$ cat src/rtl/core/ptt_pkg.sv
// ----------------------------------------------------------------------------
// Periodic timer table package
// Request, result, entry and state types, codes and defaults shared by the timer table.
// ----------------------------------------------------------------------------
package ptt_pkg;

  localparam int DEFAULT_TABLE_DEPTH = 16;

  typedef enum logic [1:0] {
    CMD_ADD    = 2'd0,
    CMD_REMOVE = 2'd1,
    CMD_CHECK  = 2'd2
  } cmd_e;

  typedef enum logic [2:0] {
    ST_INSERTED  = 3'd0,
    ST_UPDATED   = 3'd1,
    ST_FULL      = 3'd2,
    ST_REMOVED   = 3'd3,
    ST_NOT_FOUND = 3'd4,
    ST_FIRED     = 3'd5,
    ST_NONE_DUE  = 3'd6
  } status_e;

  typedef enum logic [2:0] {
    S_IDLE,
    S_SCAN_RD,
    S_SCAN_EV,
    S_SHIFT_RD,
    S_SHIFT_WR
  } state_e;

  typedef struct packed {
    logic [1:0]  command;
    logic [15:0] timer_key;
    logic [31:0] period;
    logic [63:0] now_tick;
  } req_t;

  typedef struct packed {
    logic [15:0] result_key;
    logic [2:0]  status;
    logic        last;
  } rsp_t;

  typedef struct packed {
    logic [15:0] key;
    logic [31:0] period;
    logic [63:0] due;
  } entry_t;

endpackage

$ cat src/rtl/core/periodic_timer_table.sv
// ----------------------------------------------------------------------------
// Periodic timer table
// Insertion-ordered table of periodic timers with add, remove and check.
// ----------------------------------------------------------------------------
//
//   Channel   Signals                 Handshake
//   --------  ----------------------  -------------------------------------
//   request   start, busy, request    taken at an edge with start & !busy
//   result    result_valid, result    one cycle per result, cannot stall
//
// One request is handled at a time; busy is high from the cycle after the
// request is taken until its last result is presented. The table lives in a
// single memory with one write port and one registered read port, so every
// scanned entry is read (S_SCAN_RD), then evaluated (S_SCAN_EV). An add
// or remove scans until its key is found or the entries run out; a remove
// then moves each entry above the gap down (S_SHIFT_RD, S_SHIFT_WR), and
// a check scans every entry. An unused command code is dropped with no result.
// Reset clears the entry count and the control state; the memory itself
// needs no clearing since only entries below the count are ever read.
// The receiver cannot stall, so results leave as soon as they are formed.
// ----------------------------------------------------------------------------
module periodic_timer_table #(
  parameter int TABLE_DEPTH = ptt_pkg::DEFAULT_TABLE_DEPTH
) (
  input  logic          clk,
  input  logic          rst,
  input  logic          start,
  output logic          busy,
  input  ptt_pkg::req_t request,
  output logic          result_valid,
  output ptt_pkg::rsp_t result
);
  import ptt_pkg::*;

  localparam int CNT_W = $clog2(TABLE_DEPTH + 1);
  localparam int IDX_W = (TABLE_DEPTH > 1) ? $clog2(TABLE_DEPTH) : 1;

  // Table storage: one entry per timer, registered read.
  entry_t mem [TABLE_DEPTH];
  entry_t rd_data;
  logic [IDX_W-1:0] rd_addr;
  logic             wr_en;
  logic [IDX_W-1:0] wr_addr;
  entry_t           wr_data;

  state_e state, state_next;

  // Latched request fields.
  logic [1:0]  cmd;
  logic [15:0] key;
  logic [31:0] per;
  logic [63:0] now;

  logic [CNT_W-1:0] idx, idx_next;
  logic [CNT_W-1:0] count, count_next;

  // A fired key is held back until we know whether it is the final one.
  logic        pend_valid, pend_valid_next;
  logic [15:0] pend_key, pend_key_next;

  logic result_valid_next;
  rsp_t result_next;

  // Shared 64-bit adder and compare.
  logic        use_entry;
  logic [63:0] add_a;
  logic [31:0] add_b;
  logic [63:0] add_sum;
  logic        is_due;

  logic            scan_end;
  logic            key_match;
  logic [CNT_W:0]  idx_inc;
  logic            shift_end;

  assign busy = (state != S_IDLE);

  assign scan_end  = (idx >= count);
  assign key_match = (rd_data.key == key);
  assign idx_inc   = {1'b0, idx} + {{CNT_W{1'b0}}, 1'b1};
  assign shift_end = (idx_inc >= {1'b0, count});

  // During a check the entry's own due time is advanced; otherwise the
  // adder forms now plus the requested period.
  assign use_entry = (state == S_SCAN_EV) && (cmd == CMD_CHECK);
  assign add_a     = use_entry ? rd_data.due : now;
  assign add_b     = use_entry ? rd_data.period : per;
  assign add_sum   = add_a + {32'd0, add_b};
  assign is_due    = (now >= rd_data.due);

  always_comb begin
    rd_addr = idx[IDX_W-1:0];
    if (state == S_SHIFT_RD) begin
      rd_addr = idx_inc[IDX_W-1:0];
    end
  end

  always_ff @(posedge clk) begin
    rd_data <= mem[rd_addr];
    if (wr_en) begin
      mem[wr_addr] <= wr_data;
    end
  end

  // Next state.
  always_comb begin
    state_next = state;
    case (state)
      S_IDLE: begin
        if (start && (request.command inside {CMD_ADD, CMD_REMOVE, CMD_CHECK})) begin
          state_next = S_SCAN_RD;
        end
      end
      S_SCAN_RD: begin
        state_next = scan_end ? S_IDLE : S_SCAN_EV;
      end
      S_SCAN_EV: begin
        state_next = S_SCAN_RD;
        if (key_match && cmd == CMD_ADD) begin
          state_next = S_IDLE;
        end else if (key_match && cmd == CMD_REMOVE) begin
          state_next = S_SHIFT_RD;
        end
      end
      S_SHIFT_RD: begin
        state_next = shift_end ? S_IDLE : S_SHIFT_WR;
      end
      S_SHIFT_WR: begin
        state_next = S_SHIFT_RD;
      end
      default: begin
        state_next = S_IDLE;
      end
    endcase
  end

  // Datapath, memory writes and results.
  always_comb begin
    idx_next          = idx;
    count_next        = count;
    pend_valid_next   = pend_valid;
    pend_key_next     = pend_key;
    result_valid_next = 1'b0;
    result_next       = '{result_key: key, status: ST_NONE_DUE, last: 1'b1};
    wr_en             = 1'b0;
    wr_addr           = idx[IDX_W-1:0];
    wr_data           = '{key: key, period: per, due: add_sum};

    case (state)
      S_IDLE: begin
        idx_next        = '0;
        pend_valid_next = 1'b0;
      end
      S_SCAN_RD: begin
        if (scan_end) begin
          result_valid_next = 1'b1;
          case (cmd)
            CMD_ADD: begin
              if (count < CNT_W'(TABLE_DEPTH)) begin
                wr_en              = 1'b1;
                wr_addr            = count[IDX_W-1:0];
                count_next         = count + {{(CNT_W-1){1'b0}}, 1'b1};
                result_next.status = ST_INSERTED;
              end else begin
                result_next.status = ST_FULL;
              end
            end
            CMD_REMOVE: begin
              result_next.status = ST_NOT_FOUND;
            end
            default: begin
              // End of a check: release the held key as the final result,
              // or report that nothing was due.
              if (pend_valid) begin
                result_next.result_key = pend_key;
                result_next.status     = ST_FIRED;
              end else begin
                result_next.result_key = 16'd0;
                result_next.status     = ST_NONE_DUE;
              end
              pend_valid_next = 1'b0;
            end
          endcase
        end
      end
      S_SCAN_EV: begin
        idx_next = idx_inc[CNT_W-1:0];
        case (cmd)
          CMD_ADD: begin
            if (key_match) begin
              wr_en              = 1'b1;
              result_valid_next  = 1'b1;
              result_next.status = ST_UPDATED;
            end
          end
          CMD_REMOVE: begin
            if (key_match) begin
              idx_next = idx;
            end
          end
          default: begin
            if (is_due) begin
              wr_en   = 1'b1;
              wr_data = '{key: rd_data.key, period: rd_data.period, due: add_sum};
              if (pend_valid) begin
                result_valid_next      = 1'b1;
                result_next.result_key = pend_key;
                result_next.status     = ST_FIRED;
                result_next.last       = 1'b0;
              end
              pend_valid_next = 1'b1;
              pend_key_next   = rd_data.key;
            end
          end
        endcase
      end
      S_SHIFT_RD: begin
        if (shift_end) begin
          count_next         = count - {{(CNT_W-1){1'b0}}, 1'b1};
          result_valid_next  = 1'b1;
          result_next.status = ST_REMOVED;
        end
      end
      S_SHIFT_WR: begin
        // Move the entry above down into the gap.
        wr_en    = 1'b1;
        wr_data  = rd_data;
        idx_next = idx_inc[CNT_W-1:0];
      end
      default: begin
      end
    endcase
  end

  always_ff @(posedge clk) begin
    if (rst) begin
      state        <= S_IDLE;
      count        <= '0;
      idx          <= '0;
      pend_valid   <= 1'b0;
      result_valid <= 1'b0;
    end else begin
      state        <= state_next;
      count        <= count_next;
      idx          <= idx_next;
      pend_valid   <= pend_valid_next;
      result_valid <= result_valid_next;
    end
  end

  always_ff @(posedge clk) begin
    pend_key <= pend_key_next;
    result   <= result_next;
    if (state == S_IDLE && start) begin
      cmd <= request.command;
      key <= request.timer_key;
      per <= request.period;
      now <= request.now_tick;
    end
  end

endmodule
$ cat config.mk
export PLATFORM = sky130hd
export DESIGN_NAME = periodic_timer_table
export DESIGN_NICKNAME = d
export VERILOG_FILES = /design/src/rtl/core/ptt_pkg.sv /design/src/rtl/core/periodic_timer_table.sv
export SDC_FILE = /design/constraint.sdc
export NUM_CORES = 2
export LEC_CHECK = 0
export CORE_MARGIN = 4
export CORE_UTILIZATION = 45
export CTS_CLUSTER_DIAMETER = 150
export DETAILED_ROUTE_END_ITERATION = 12
export DONT_BUFFER_PORTS = 1
export SLEW_MARGIN = 20
export SYNTH_ARGS = -nofsm -noshare
export SYNTH_HDL_FRONTEND = slang
export SYNTH_SLANG_ARGS = --single-unit
$ cat constraint.sdc
create_clock -name clk -period 25.2 [get_ports clk]
set_clock_uncertainty 0.1 [all_clocks]
set_input_delay 0 -clock clk [delete_from_list [all_inputs] [get_ports clk]]
set_output_delay 0 -clock clk [all_outputs]
set_load 0.02 [all_outputs]
==> results.sh <==
export IMPL_drt_iter0_drc=5308
export IMPL_critPathLaunch="state[1]"
export IMPL_period_share_pct=26.4
export IMPL_path_class="flop to flop"
export IMPL_grt_pass1_wl_mm=326
export IMPL_seq_area_frac_synth_pct=71.5
export IMPL_postPlaceCellArea_um2=88000
export IMPL_placementRows=159
export IMPL_yosys_cell_count_top_type="edfxtp_1"
export IMPL_drt_pass1_iter_count=6
export IMPL_p_leak_nw=32.6
export IMPL_grt_max_degree=131
export IMPL_synth_ff_latch_count=2069
export IMPL_antenna_left=0
export IMPL_start_util_pct=45.2
export IMPL_period_minus_slack_ns=6.65
export IMPL_p_comb_share_pct=5.0
export IMPL_drc_errors=0
export IMPL_synth_async_reset_ratio_pct=0
export IMPL_drt_wl_total_mm=224
export IMPL_synth_edf_count=1922
export IMPL_crit_path_start_kind="flop"
export IMPL_vdd_drop_max_uv=65.6
export IMPL_cts_tree="built"
export IMPL_tns_ns=0
export IMPL_critical_path_required_ns=25.61
export IMPL_cts_sinks=2069
export IMPL_final_setup_viol_count=0
export IMPL_via_per_inst=6.05
export IMPL_numCtsBuffers=206
export IMPL_cp_cell_sequence="or3b_1 -> nor2_8 -> buf_4 -> nand2_1 -> nand2_1 -> ha_1 -> a211oi_1 -> o21ai_0 -> a41oi_1 -> a21boi_0 -> o41ai_1 -> o41ai_1 -> xnor2_1 -> a21oi_1"
export IMPL_min_from="request[113]"
export IMPL_setup_ws_ns=18.55
export IMPL_core_um2=188000
export IMPL_dieArea_um2=195000
export IMPL_layout_drive_gt1_share_pct=21.9
export IMPL_r2r_start="state[1]"
export IMPL_gp_congestion=0.879
export IMPL_fillers=14800
export IMPL_dpl_hpwl_mm=122
export IMPL_drv_cap=0
export IMPL_status="finished clean"
export IMPL_synth_nets=4849
export IMPL_htreeDepth=4
export IMPL_slew_violations=0
export IMPL_syn_avg_cell_area_um2=18.4
export IMPL_dp_slack_ns=18.40
export IMPL_crit_fanout=64
export IMPL_syn_area_um2=84800
export IMPL_power_switching_w=0.00163
export IMPL_relSlewSlack_pct=25.2
export IMPL_synth_warnings=0
export IMPL_dieHeight_um=442
export IMPL_insertion_delay_ns=0.87
export IMPL_die_w_um=442
export IMPL_cpMaxStageDelayCell="a21oi_1"
export IMPL_synth_flop_cell="edfxtp_1"
export IMPL_synthCells=4620
export IMPL_clk_pin_slew_worst_paths_ns=0.07
export IMPL_root_buffer="clkbuf_16"
export IMPL_holdWs_ns=0.0860
export IMPL_hold_path_depth=4
export IMPL_ys_types=82
export IMPL_final_area_um2=97800
export IMPL_rsz0062_at_grt="no"
export IMPL_cp_end_kind="flop"
export IMPL_ctsLongestPathBuffers=3
export IMPL_fmax_ghz=0.150
export IMPL_cts_resized=0
export IMPL_p_sw_share_pct=21.9
export IMPL_hold_violations=0
export IMPL_area_growth_pct=15.4
export IMPL_final_nets=5161
export IMPL_antenna_found_initial=9
export IMPL_num_vias=46100
export IMPL_worstPathArrival_ns=7.06
export IMPL_wire_per_inst_um=29.4
export IMPL_hp_class="input pin to flop"
export IMPL_grt_pass1_vias=46200
export IMPL_port_buffers=0
export IMPL_seqPwrFrac_pct=52.7
export IMPL_grt_usage_pct=22.7
export IMPL_grt_overflow_total=0
export IMPL_synthTopCellsByArea="edfxtp_1 68%, mux4_2 15%, dfxtp_1 3.5%"
export IMPL_synth_top_area_share_pct=68.1
export IMPL_internal_power_w=0.00579
export IMPL_yosys_top_cells_count="1922 x edfxtp_1, 560 x mux4_2, 401 x nand2_1"
export IMPL_power_density_nw_per_um2=75.8
export IMPL_tightest_slew_ns=1.12
export IMPL_io_pins=139
export IMPL_post_cts_buffers=0
export IMPL_rr_worst_depth=14
export IMPL_yosysTopAreaCell="edfxtp_1"
export IMPL_slowest_delay_ns=0.78
export IMPL_pwr_share_clk_pct=42.4
## power by group through the flow
stage	Clock (W)	Combinational, W	Sequential [W]
final	0.00314	0.000368	0.00390
after global routing	0.00335	0.000401	0.00390
after CTS	0.00320	0.000354	0.00391
after detailed placement	0	0.000322	0.00398
after global placement	0	0.000310	0.00398
after floorplan	0	0.000202	0.00396
## cell usage in the layout (no fill, tap or decap), drive strengths merged, types with 49 or more instances in the layout
cell and n:
a21oi 167, and3 49, buf 122, clkbuf 286, clkinv 96, dfxtp 147, dlygate4sd3 231, edfxtp 1922
ha 110, inv 96, mux4 560, nand2 403, nand3 51, nor2 105, o2111ai 59, o211ai 75
o21ai 170
## metrics by stage
stage	instances	util, %	total power (W)
floorplan	4620	-	0.00416
global placement	6942	46.9	0.00429
detailed placement	6947	46.9	0.00430
CTS	7570	51.9	0.00746
global route	7614	52.1	0.00766
finish	7616	52.1	0.00741
## area by class of cell
class	instances	area [um2]	share of cell area [%]
Multi-Input combinational cell	2189	23100	23.6
Clock inverter	133	1400	1.43
Sequential cell	2069	60700	62.0
Inverter	86	324	0.331
Antenna cell	5	12.5	0.0128
Clock buffer	259	5620	5.75
Tap cell	2495	3120	3.19
Timing Repair Buffer	380	3580	3.66
## worst paths after layout
kind                                     to  slack, ns
worst max-delay path            mem[13][28]      18.55
worst min-delay path               state[1]       0.09
worst max register to register  mem[13][28]      18.55
worst min register to register  pend_key[2]       0.43
## critical path: cells and delay by family, from the launching register on
family                   cells  cell delay (ns)
XOR/XNOR                     1             0.17
AND/OR/NAND/NOR              4             1.63
AO/OA/AOI/OAI                7             2.67
adder cells (fa/ha/maj)      1             0.31
buffers and inverters        1             0.66
flip-flops                   1             0.72
## cells by family (layout without fill, tap and decap cells)
group / after synthesis / count (layout) / share of synthesized area (%)
adders and majority gates: 112 / 112 / 1.67
xor gates and xnor gates: 52 / 52 / 0.546
muxes: 585 / 585 / 15.2
other: 0 / 5 / 0
buffers and inverters: 362 / 858 / 1.72
DFF: 2069 / 2069 / 71.5
and+or+nand+nor: 765 / 765 / 4.16
AOI/OAI and AO/OA: 675 / 675 / 5.18
## per-layer routing
metal	track usage [%]	wire, um
met1	31.1	90300
met2	38.0	112000
met3	3.29	14600
met4	7.16	7410
met5	0	13
## state kept, by name, indices dropped and copies added, names as in the netlist, 3 cells and up
name      cells
count         5
idx           5
key          16
mem        1792
now          64
pend_key     16
per          32
rd_data     112
result       20
state         3
## timing repair
action,4_1_cts,5_1_grt
hold buffers,231,0
endpoints found under the setup margin,0,0
hold endpoints to repair,193,0
No activity file was read; power rests on OpenSTA's default activity.
